<file path="config.mk">
export PLATFORM = sky130hd
export DESIGN_NAME = nmea_rmc_sentence_parser
export DESIGN_NICKNAME = d
export VERILOG_FILES = /design/src/hdl/nrmc_pkg.sv /design/src/hdl/nrmc_front.sv /design/src/hdl/nrmc_back.sv /design/src/hdl/nmea_rmc_sentence_parser.sv
export SDC_FILE = /design/constraint.sdc
export NUM_CORES = 1
export LEC_CHECK = 0
export BUFFER_PORTS_ARGS = -buffer_cell sky130_fd_sc_hd__buf_4
export CAP_MARGIN = 20
export CORE_AREA = 4 4 139 208
export DETAILED_ROUTE_END_ITERATION = 16
export DIE_AREA = 0 0 143 212
export GPL_TIMING_DRIVEN = 0
export PLACE_DENSITY_LB_ADDON = 0.2
export SETUP_SLACK_MARGIN = 0.1
export SLEW_MARGIN = 20
export SYNTH_ARGS = -nofsm -noshare
export SYNTH_HDL_FRONTEND = slang
export SYNTH_SLANG_ARGS = --single-unit
</file>
<file path="constraint.sdc">
create_clock -name aclk -period 17 [get_ports aclk]
set_clock_uncertainty 0.15 [all_clocks]
set_input_delay 3.4 -clock aclk [delete_from_list [all_inputs] [get_ports aclk]]
set_output_delay 3.4 -clock aclk [all_outputs]
set_load 0.1 [all_outputs]
</file>
<file path="src/hdl/nrmc_pkg.sv">
// types, character codes and constants shared by the rmc sentence parser
`default_nettype none

package nrmc_pkg;

    typedef enum logic [1:0] {
        PH_IDLE,
        PH_HEADER,
        PH_BODY
    } phase_t;

    typedef struct packed {
        logic [7:0] code;
        logic       is_dollar;
        logic       is_eol;
        logic       is_comma;
        logic       is_point;
        logic       is_digit;
        logic [3:0] digit;
    } char_info_t;

    typedef logic [2:0][6:0] pair_word_t;

    localparam logic [7:0] CHAR_DOLLAR = 8'h24;
    localparam logic [7:0] CHAR_CR     = 8'h0d;
    localparam logic [7:0] CHAR_LF     = 8'h0a;
    localparam logic [7:0] CHAR_COMMA  = 8'h2c;
    localparam logic [7:0] CHAR_POINT  = 8'h2e;
    localparam logic [7:0] CHAR_ZERO   = 8'h30;
    localparam logic [7:0] CHAR_NINE   = 8'h39;
    localparam logic [7:0] CHAR_G      = 8'h47;
    localparam logic [7:0] CHAR_P      = 8'h50;
    localparam logic [7:0] CHAR_N      = 8'h4e;
    localparam logic [7:0] CHAR_R      = 8'h52;
    localparam logic [7:0] CHAR_M      = 8'h4d;
    localparam logic [7:0] CHAR_C      = 8'h43;
    localparam logic [7:0] CHAR_E      = 8'h45;

    localparam logic [3:0] FIELD_TIME     = 4'd1;
    localparam logic [3:0] FIELD_LAT      = 4'd3;
    localparam logic [3:0] FIELD_LAT_HEMI = 4'd4;
    localparam logic [3:0] FIELD_LON      = 4'd5;
    localparam logic [3:0] FIELD_LON_HEMI = 4'd6;
    localparam logic [3:0] FIELD_DATE     = 4'd9;
    localparam logic [3:0] FIELD_LAST     = 4'd15;
    localparam logic [3:0] DIGIT_IDX_LAST = 4'd15;
    localparam logic [3:0] PAIR_CHARS     = 4'd6;

    localparam logic [2:0] HDR_FIRST = 3'd1;
    localparam logic [2:0] HDR_LAST  = 3'd5;
    localparam logic [7:0] HDR_COUNT = 8'd6;

    localparam logic [2:0]  NUM_ENDED = 3'd7;
    localparam logic [27:0] LAT_MAX   = 28'h7ffffff;
    localparam logic [27:0] LON_MAX   = 28'hfffffff;
    localparam logic [11:0] YEAR_BASE = 12'd2000;
    localparam logic [11:0] YEAR_LAST = 12'd2099;
    localparam logic [6:0]  PAIR_MAX  = 7'd99;

    function automatic logic [19:0] pow10(input logic [2:0] k);
        logic [19:0] r;
        case (k)
            3'd0: r = 20'd1;
            3'd1: r = 20'd10;
            3'd2: r = 20'd100;
            3'd3: r = 20'd1000;
            3'd4: r = 20'd10000;
            3'd5: r = 20'd100000;
            3'd6: r = 20'd1000000;
            default: r = 20'd0;
        endcase
        return r;
    endfunction

endpackage

`default_nettype wire

</file>
<file path="src/hdl/nrmc_front.sv">
// front end: character classification and two-entry queue to the parser
`default_nettype none

module nrmc_front
    import nrmc_pkg::*;
(
    input  wire logic       aclk,
    input  wire logic       aresetn,
    input  wire logic       s_valid,
    output logic            s_ready,
    input  wire logic [7:0] s_char_in,
    output logic            q_valid,
    output char_info_t      q_info,
    input  wire logic       q_pop
);

    char_info_t info_in;
    char_info_t slot_reg [2];
    logic       wr_ptr_reg, wr_ptr_next;
    logic       rd_ptr_reg, rd_ptr_next;
    logic [1:0] count_reg, count_next;
    logic       push;

    always_comb begin
        info_in.code      = s_char_in;
        info_in.is_dollar = (s_char_in == CHAR_DOLLAR);
        info_in.is_eol    = (s_char_in == CHAR_CR) || (s_char_in == CHAR_LF);
        info_in.is_comma  = (s_char_in == CHAR_COMMA);
        info_in.is_point  = (s_char_in == CHAR_POINT);
        info_in.is_digit  = (s_char_in >= CHAR_ZERO) && (s_char_in <= CHAR_NINE);
        info_in.digit     = 4'(s_char_in - CHAR_ZERO);
    end

    assign s_ready = (count_reg != 2'd2);
    assign push    = s_valid && s_ready;
    assign q_valid = (count_reg != 2'd0);
    assign q_info  = slot_reg[rd_ptr_reg];

    always_comb begin
        wr_ptr_next = push ? ~wr_ptr_reg : wr_ptr_reg;
        rd_ptr_next = q_pop ? ~rd_ptr_reg : rd_ptr_reg;
        count_next  = count_reg;
        if (push && !q_pop) begin
            count_next = count_reg + 2'd1;
        end else if (!push && q_pop) begin
            count_next = count_reg - 2'd1;
        end
    end

    always_ff @(posedge aclk) begin
        if (!aresetn) begin
            wr_ptr_reg <= 1'b0;
            rd_ptr_reg <= 1'b0;
            count_reg  <= 2'd0;
        end else begin
            wr_ptr_reg <= wr_ptr_next;
            rd_ptr_reg <= rd_ptr_next;
            count_reg  <= count_next;
        end
    end

    always_ff @(posedge aclk) begin
        if (push) begin
            slot_reg[wr_ptr_reg] <= info_in;
        end
    end

endmodule

`default_nettype wire

</file>
<file path="src/hdl/nrmc_back.sv">
// back end: sentence state machine, field extraction and result register
`default_nettype none

module nrmc_back
    import nrmc_pkg::*;
#(
    parameter int MAX_SENTENCE_CHARS = 128,
    parameter int FRAC_DIGITS        = 4
) (
    input  wire logic         aclk,
    input  wire logic         aresetn,
    input  wire logic         q_valid,
    input  wire char_info_t   q_info,
    output logic              q_pop,
    output logic              m_valid,
    input  wire logic         m_ready,
    output logic [6:0]        m_hour,
    output logic [6:0]        m_minute,
    output logic [6:0]        m_second,
    output logic [6:0]        m_day,
    output logic [6:0]        m_month,
    output logic [11:0]       m_year,
    output logic signed [27:0] m_latitude,
    output logic signed [28:0] m_longitude,
    output logic              m_complete
);

    localparam logic [7:0]  MAX_CHARS  = 8'(MAX_SENTENCE_CHARS);
    localparam logic [2:0]  FRAC_LIMIT = 3'(FRAC_DIGITS);
    localparam logic [19:0] INT_SCALE  = pow10(3'(FRAC_DIGITS));

    phase_t      phase_reg, phase_next;
    logic [2:0]  hdr_idx_reg, hdr_idx_next;
    logic [3:0]  field_reg, field_next;
    logic [3:0]  digit_idx_reg, digit_idx_next;
    logic [7:0]  char_cnt_reg, char_cnt_next;
    pair_word_t  time_reg, time_next;
    pair_word_t  date_reg, date_next;
    logic [26:0] lat_acc_reg, lat_acc_next;
    logic [27:0] lon_acc_reg, lon_acc_next;
    logic [2:0]  frac_cnt_reg, frac_cnt_next;
    logic        point_reg, point_next;
    logic        lat_pos_reg, lat_pos_next;
    logic        lon_pos_reg, lon_pos_next;

    logic        m_valid_reg;
    logic [6:0]  hour_reg, minute_reg, second_reg, day_reg, month_reg;
    logic [11:0] year_reg;
    logic [27:0] lat_out_reg;
    logic [28:0] lon_out_reg;
    logic        complete_reg;

    logic        emit;
    logic        load;
    logic        hdr_ok;

    // shared pair and coordinate datapath
    pair_word_t  pair_in, pair_out;
    logic [1:0]  pair_sel;
    logic [10:0] pair_mac;
    logic [27:0] acc_sel, max_sel, acc_out;
    logic [2:0]  frac_out;
    logic [2:0]  frac_idx;
    logic [19:0] scale;
    logic [23:0] prod;
    logic [32:0] base, sum;
    logic        point_pair, point_coord;

    assign emit  = q_info.is_eol && !q_info.is_dollar && (phase_reg == PH_BODY);
    assign q_pop = q_valid && (!emit || !m_valid_reg || m_ready);
    assign load  = q_pop && emit;

    always_comb begin
        case (hdr_idx_reg)
            3'd1: hdr_ok = (q_info.code == CHAR_G);
            3'd2: hdr_ok = (q_info.code == CHAR_P) || (q_info.code == CHAR_N);
            3'd3: hdr_ok = (q_info.code == CHAR_R);
            3'd4: hdr_ok = (q_info.code == CHAR_M);
            3'd5: hdr_ok = (q_info.code == CHAR_C);
            default: hdr_ok = 1'b0;
        endcase
    end

    // digit pairs for time and date
    always_comb begin
        pair_in    = (field_reg == FIELD_TIME) ? time_reg : date_reg;
        pair_out   = pair_in;
        point_pair = point_reg;
        pair_sel   = 2'd2 - digit_idx_reg[2:1];
        pair_mac   = {1'b0, pair_in[pair_sel], 3'b000} + {3'b000, pair_in[pair_sel], 1'b0}
                   + {7'd0, q_info.digit};
        if (digit_idx_reg < PAIR_CHARS) begin
            if (!digit_idx_reg[0]) begin
                point_pair         = !q_info.is_digit;
                pair_out[pair_sel] = q_info.is_digit ? {3'b000, q_info.digit} : 7'd0;
            end else if (!point_reg && q_info.is_digit) begin
                pair_out[pair_sel] = pair_mac[6:0];
            end
        end
    end

    // position number, latitude or longitude
    always_comb begin
        acc_sel     = (field_reg == FIELD_LAT) ? {1'b0, lat_acc_reg} : lon_acc_reg;
        max_sel     = (field_reg == FIELD_LAT) ? LAT_MAX : LON_MAX;
        frac_idx    = FRAC_LIMIT - 3'd1 - frac_cnt_reg;
        scale       = point_reg ? pow10(frac_idx) : INT_SCALE;
        base        = point_reg ? {5'd0, acc_sel}
                                : ({2'b00, acc_sel, 3'b000} + {4'b0000, acc_sel, 1'b0});
        prod        = {20'd0, q_info.digit} * {4'd0, scale};
        sum         = base + {9'd0, prod};
        acc_out     = acc_sel;
        frac_out    = frac_cnt_reg;
        point_coord = point_reg;
        if (frac_cnt_reg != NUM_ENDED) begin
            if (q_info.is_digit) begin
                if (!point_reg || frac_cnt_reg < FRAC_LIMIT) begin
                    acc_out = (sum > {5'd0, max_sel}) ? max_sel : sum[27:0];
                end
                if (point_reg && frac_cnt_reg < FRAC_LIMIT) begin
                    frac_out = frac_cnt_reg + 3'd1;
                end
            end else if (q_info.is_point && !point_reg) begin
                point_coord = 1'b1;
            end else begin
                frac_out = NUM_ENDED;
            end
        end
    end

    always_comb begin
        phase_next     = phase_reg;
        hdr_idx_next   = hdr_idx_reg;
        field_next     = field_reg;
        digit_idx_next = digit_idx_reg;
        char_cnt_next  = char_cnt_reg;
        time_next      = time_reg;
        date_next      = date_reg;
        lat_acc_next   = lat_acc_reg;
        lon_acc_next   = lon_acc_reg;
        frac_cnt_next  = frac_cnt_reg;
        point_next     = point_reg;
        lat_pos_next   = lat_pos_reg;
        lon_pos_next   = lon_pos_reg;
        if (q_pop) begin
            if (q_info.is_dollar) begin
                phase_next   = PH_HEADER;
                hdr_idx_next = HDR_FIRST;
            end else begin
                case (phase_reg)
                    PH_HEADER: begin
                        if (!hdr_ok || q_info.is_eol) begin
                            phase_next   = PH_IDLE;
                            hdr_idx_next = 3'd0;
                        end else if (hdr_idx_reg == HDR_LAST) begin
                            phase_next     = PH_BODY;
                            hdr_idx_next   = 3'd0;
                            field_next     = 4'd0;
                            digit_idx_next = 4'd0;
                            char_cnt_next  = HDR_COUNT;
                            time_next      = '0;
                            date_next      = '0;
                            lat_acc_next   = '0;
                            lon_acc_next   = '0;
                            frac_cnt_next  = 3'd0;
                            point_next     = 1'b0;
                            lat_pos_next   = 1'b0;
                            lon_pos_next   = 1'b0;
                        end else begin
                            hdr_idx_next = hdr_idx_reg + 3'd1;
                        end
                    end
                    PH_BODY: begin
                        if (q_info.is_eol || char_cnt_reg >= MAX_CHARS) begin
                            phase_next = PH_IDLE;
                        end else begin
                            char_cnt_next = char_cnt_reg + 8'd1;
                            if (q_info.is_comma) begin
                                if (field_reg != FIELD_LAST) begin
                                    field_next = field_reg + 4'd1;
                                end
                                digit_idx_next = 4'd0;
                                point_next     = 1'b0;
                                frac_cnt_next  = 3'd0;
                            end else begin
                                case (field_reg)
                                    FIELD_TIME: begin
                                        time_next  = pair_out;
                                        point_next = point_pair;
                                    end
                                    FIELD_DATE: begin
                                        date_next  = pair_out;
                                        point_next = point_pair;
                                    end
                                    FIELD_LAT: begin
                                        lat_acc_next  = acc_out[26:0];
                                        frac_cnt_next = frac_out;
                                        point_next    = point_coord;
                                    end
                                    FIELD_LON: begin
                                        lon_acc_next  = acc_out;
                                        frac_cnt_next = frac_out;
                                        point_next    = point_coord;
                                    end
                                    FIELD_LAT_HEMI: begin
                                        if (digit_idx_reg == 4'd0) begin
                                            lat_pos_next = (q_info.code == CHAR_N);
                                        end
                                    end
                                    FIELD_LON_HEMI: begin
                                        if (digit_idx_reg == 4'd0) begin
                                            lon_pos_next = (q_info.code == CHAR_E);
                                        end
                                    end
                                    default: begin
                                    end
                                endcase
                                if (digit_idx_reg != DIGIT_IDX_LAST) begin
                                    digit_idx_next = digit_idx_reg + 4'd1;
                                end
                            end
                        end
                    end
                    default: begin
                    end
                endcase
            end
        end
    end

    always_ff @(posedge aclk) begin
        if (!aresetn) begin
            phase_reg     <= PH_IDLE;
            hdr_idx_reg   <= 3'd0;
            field_reg     <= 4'd0;
            digit_idx_reg <= 4'd0;
            char_cnt_reg  <= 8'd0;
            time_reg      <= '0;
            date_reg      <= '0;
            lat_acc_reg   <= '0;
            lon_acc_reg   <= '0;
            frac_cnt_reg  <= 3'd0;
            point_reg     <= 1'b0;
            lat_pos_reg   <= 1'b0;
            lon_pos_reg   <= 1'b0;
        end else begin
            phase_reg     <= phase_next;
            hdr_idx_reg   <= hdr_idx_next;
            field_reg     <= field_next;
            digit_idx_reg <= digit_idx_next;
            char_cnt_reg  <= char_cnt_next;
            time_reg      <= time_next;
            date_reg      <= date_next;
            lat_acc_reg   <= lat_acc_next;
            lon_acc_reg   <= lon_acc_next;
            frac_cnt_reg  <= frac_cnt_next;
            point_reg     <= point_next;
            lat_pos_reg   <= lat_pos_next;
            lon_pos_reg   <= lon_pos_next;
        end
    end

    // result register
    always_ff @(posedge aclk) begin
        if (!aresetn) begin
            m_valid_reg <= 1'b0;
        end else if (load) begin
            m_valid_reg <= 1'b1;
        end else if (m_ready) begin
            m_valid_reg <= 1'b0;
        end
    end

    always_ff @(posedge aclk) begin
        if (load) begin
            hour_reg     <= time_reg[2];
            minute_reg   <= time_reg[1];
            second_reg   <= time_reg[0];
            day_reg      <= date_reg[2];
            month_reg    <= date_reg[1];
            year_reg     <= YEAR_BASE + {5'd0, date_reg[0]};
            lat_out_reg  <= lat_pos_reg ? {1'b0, lat_acc_reg} : (28'd0 - {1'b0, lat_acc_reg});
            lon_out_reg  <= lon_pos_reg ? {1'b0, lon_acc_reg} : (29'd0 - {1'b0, lon_acc_reg});
            complete_reg <= (field_reg >= FIELD_DATE);
        end
    end

    assign m_valid     = m_valid_reg;
    assign m_hour      = hour_reg;
    assign m_minute    = minute_reg;
    assign m_second    = second_reg;
    assign m_day       = day_reg;
    assign m_month     = month_reg;
    assign m_year      = year_reg;
    assign m_latitude  = signed'(lat_out_reg);
    assign m_longitude = signed'(lon_out_reg);
    assign m_complete  = complete_reg;

endmodule

`default_nettype wire

</file>
<file path="src/hdl/nmea_rmc_sentence_parser.sv">
// rmc sentence parser top level: front queue and parsing back end
// m_valid rises after the line-end character passes the queue slot and loads the result register
// throughput: one character per cycle unless a line end waits on m_ready behind a held result
// the two-entry queue keeps input flowing while a result waits on m_ready
// synchronous active-low reset empties the queue, drops the result and returns to idle
`default_nettype none

module nmea_rmc_sentence_parser
    import nrmc_pkg::*;
#(
    parameter int MAX_SENTENCE_CHARS = 128,
    parameter int FRAC_DIGITS        = 4
) (
    input  wire logic          aclk,
    input  wire logic          aresetn,
    input  wire logic          s_valid,
    output logic               s_ready,
    input  wire logic [7:0]    s_char_in,
    output logic               m_valid,
    input  wire logic          m_ready,
    output logic [6:0]         m_hour,
    output logic [6:0]         m_minute,
    output logic [6:0]         m_second,
    output logic [6:0]         m_day,
    output logic [6:0]         m_month,
    output logic [11:0]        m_year,
    output logic signed [27:0] m_latitude,
    output logic signed [28:0] m_longitude,
    output logic               m_complete
);

    logic       q_valid;
    logic       q_pop;
    char_info_t q_info;

    nrmc_front u_front (
        .aclk      (aclk),
        .aresetn   (aresetn),
        .s_valid   (s_valid),
        .s_ready   (s_ready),
        .s_char_in (s_char_in),
        .q_valid   (q_valid),
        .q_info    (q_info),
        .q_pop     (q_pop)
    );

    nrmc_back #(
        .MAX_SENTENCE_CHARS (MAX_SENTENCE_CHARS),
        .FRAC_DIGITS        (FRAC_DIGITS)
    ) u_back (
        .aclk        (aclk),
        .aresetn     (aresetn),
        .q_valid     (q_valid),
        .q_info      (q_info),
        .q_pop       (q_pop),
        .m_valid     (m_valid),
        .m_ready     (m_ready),
        .m_hour      (m_hour),
        .m_minute    (m_minute),
        .m_second    (m_second),
        .m_day       (m_day),
        .m_month     (m_month),
        .m_year      (m_year),
        .m_latitude  (m_latitude),
        .m_longitude (m_longitude),
        .m_complete  (m_complete)
    );

endmodule

`default_nettype wire

</file>
==> summary.txt <==
Logic synthesis
  – Top FF cell, synth: dfxtp_1
  – Mux cell area share after synthesis: 5.05%
  – Top post-synthesis cells by area: edfxtp_1 22%, dfxtp_1 14%, ha_1 7.2%, fa_1 5.9%, nor2_1 3.8%
  – Largest family of logic cells by synthesized area: simple AND/OR/NAND/NOR gates
  – Post-Synth XOR/XNOR Area: 5.75%
  – Syn Inst Count: 1996
  – Avg Cell Area, Syn: 9.00 um^2
  – Synthesized Nets: 2164
  – Yosys warning count: 0
  – Netlist Area Pre-Place: 18000 um^2
  – Asr flop ratio synth: 0%
  – Dominant cell type by area after synthesis: edfxtp_1
  – Synth Area in Simple Gates: 19.2%
  – Synth cell types: 84
  – Commonest cells post-synth: 182 x nor2_1, 167 x nand2_1, 151 x inv_1
  – Seq/Total Area, Yosys: 36.0%
  – Adder-cell area share of the yosys netlist: 13.1%
  – Number of flops mapped to enable cells by yosys: 129
  – Most common cell in the netlist: nor2_1
  – Compound-Gate Fraction of Synth Area: 15.5%
  – Yosys top cell area share: 21.6%
  – Synth Register Bits: 259

Setup path
  – Crit path kind: reg -> reg
  – Crit end category: flop
  – Worst EP required: 17.24 ns
  – Peak per-stage delay on the critical path: 0.68 ns
  – CP Buf/Inv Count: 6
  – R2r worst-path depth: 38
  – CP Max Fanout: 10
  – Startpoint Class: flop
  – Stages on worst setup path: 38
  – Slowest cell on the critical path: o21ai_0
  – Worst Path Arrival: 11.81 ns
  – Family with the most delay on the worst path: compound AO/OA/AOI/OAI gates

Drt
  – Top Metal Used: met4
  – WL met2: 28.9 mm
  – WL met3: 4.09 mm
  – WL/cell: 22.7 um
  – Met1 layer wirelength in the final routing: 18.6 mm
  – DR DRC count: 0
  – Antenna viol nets, final: 0
  – Drt pass-1 iters: 6
  – DRT Wirelength: 56.9 mm
  – DRT iter0 DRCs: 1378
  – Vias per std cell: 6.46
  – Vias: 16173

Die
  – Die X: 143 um
  – Die height: 212 um
  – Die area: 30300 um^2
  – IO Count: 119
  – Std-Cell Rows: 74
  – Initial Util: 66.3%
  – Core Region: 27100 um^2

STA
  – Minimum clock period after layout: 11.57 ns
  – Fin. max-slew vios: 0
  – Slew margin rel.: 30.6%
  – RSZ-0062 raised after global routing: false
  – Slew @ Worst Pin: 1.04 ns
  – Setup ws final: 5.43 ns
  – Final hold viol count: 0
  – Fin Setup TNS: 0 ns
  – Fin crit share: 68.1%
  – FMAX: 86.4 MHz
  – # setup viols final: 0

Placed design
  – Port-buffer cells: 118
  – GPL Wtd Cong: 1.09
  – DP Worst Slack: 5.86 ns
  – Post-DP HPWL: 45.1 mm

Clock tree
  – CTS tree: built
  – Cts repair resizes: 0
  – Clk_lat worst skew: 0.54 ns
  – Clock tree buffer depth: 3
  – Total CTS buffers: 24
  – Worst-path clk slew: 0.07 ns
  – CTS H-tree lvls: 1
  – Clock Sinks: 259
  – Clk root buf: clkbuf_16
  – Hold buffer count at cts: 0
  – Post-CTS setup buffer count: 0

Power and ir drop
  – Pwr dens: 93.0 nW/um^2
  – Leak pwr: 8.60 nW
  – Peak supply drop: 176 uV

Min path
  – Hold Crit Class: reg -> reg
  – Hold depth: 0

Global routing
  – Total Routing Usage GR: 37.1%
  – Total gr overflow: 0
  – Initial antenna violation count: 0
  – Largest net degree at the start of global routing: 32
  – Vias in the first global route: 16386
  – First-pass GRT wire length: 87.5 mm

Layout
  – # diodes: 0
  – Share of layout cells above drive strength 1: 10.6%
  – Number of flip-flops in the largest register: 29
  – Fin util: 74.2%
  – Layout area overhead: 12.0%
  – Layout net count: 2311

Run
  – Max-capacitance violation count: 0

Run status
  – Status: complete, no violations
stage by stage:
step | std cells | hold slack [ns] | total power, mW | instance area, um^2
after global placement | 2456 | 0.287 | 1.31 | 19300
after floorplan | 1996 | 0.279 | 1.12 | 18000
after CTS | 2503 | 0.303 | 1.85 | 20100
after detailed placement | 2459 | 0.289 | 1.33 | 19400
after global routing | 2503 | 0.318 | 1.94 | 20100
final | 2503 | 0.305 | 1.87 | 20100
metal layers:
layer | vias to the layer above | track usage [%]
met3 | 287 | 5.40
met1 | 7649 | 37.9
met4 | 0 | 29.5
li1 | 7338 | -
met5 | - | 0
met2 | 899 | 66.4
final cells by class:
class | count | area, um^2
Multi-Input combinational cell | 1489 | 10500
Sequential cell | 259 | 6480
Fill cell | 1984 | 7000
Clock buffer | 32 | 662
Tap cell | 342 | 428
Clock inverter | 12 | 108
Timing Repair Buffer | 121 | 946
Buffer | 94 | 389
Inverter | 154 | 578
cell families (layout without fill, tap and decap cells):
logic type | count (synthesis) | in the layout
muxes | 88 | 88
and+or+nand+nor | 676 | 676
buffers and inverters | 248 | 413
DFF | 259 | 259
AOI/OAI and AO/OA | 451 | 451
xor gates and xnor gates | 118 | 118
adders and majority gates | 156 | 156
cells in the final DEF (no fill, tap or decap), types with 13 or more instances in the layout:
master and instances:
nand4_1 17, and2_1 47, nand3_1 88, clkbuf_1 71, fa_1 53, buf_1 14, nor2b_1 32, nor4_1 22
ha_1 103, clkbuf_16 25, nand2_1 167, edfxtp_1 129, nor2_1 180, xnor2_1 54, a21oi_1 130, a31oi_1 16
a21o_1 21, inv_1 151, mux2i_1 68, mux2_2 19, o31ai_1 41, o22ai_1 13, dfxtp_1 130, xor2_1 64
o21ai_0 130, buf_4 120, nor3_1 34
worst register-to-register path: cells and delay by family, from the launching register on:
kind                     cells  cell delay (ns)
XOR/XNOR                     1             0.16
flip-flops                   1             0.42
AO/OA/AOI/OAI               12             3.82
adder cells (fa/ha/maj)      6             2.04
multiplexers                 1             0.34
buffers and inverters        6             1.70
AND/OR/NAND/NOR             12             2.80
worst paths after layout:
path / end / start / slack (ns)
max reg2reg: u_back.lat_acc_reg[18]$_SDFFE_PN0P_ / u_back.field_reg[1]$_SDFFE_PN0P_ / 5.43
max: u_back.lat_acc_reg[18]$_SDFFE_PN0P_ / u_back.field_reg[1]$_SDFFE_PN0P_ / 5.43
min reg2reg: u_back.m_second[2]$_DFFE_PP_ / u_back.time_reg[2]$_SDFFE_PN0P_ / 0.31
min: u_back.m_second[2]$_DFFE_PP_ / u_back.time_reg[2]$_SDFFE_PN0P_ / 0.31
report_power, final:
part / internal [mW] / switching (mW) / total, mW
clock: 0.293 / 0.242 / 0.535
sequential: 0.667 / 0.00713 / 0.674
combinational: 0.199 / 0.463 / 0.663
Note: power is estimated with default switching activity, not from simulation.
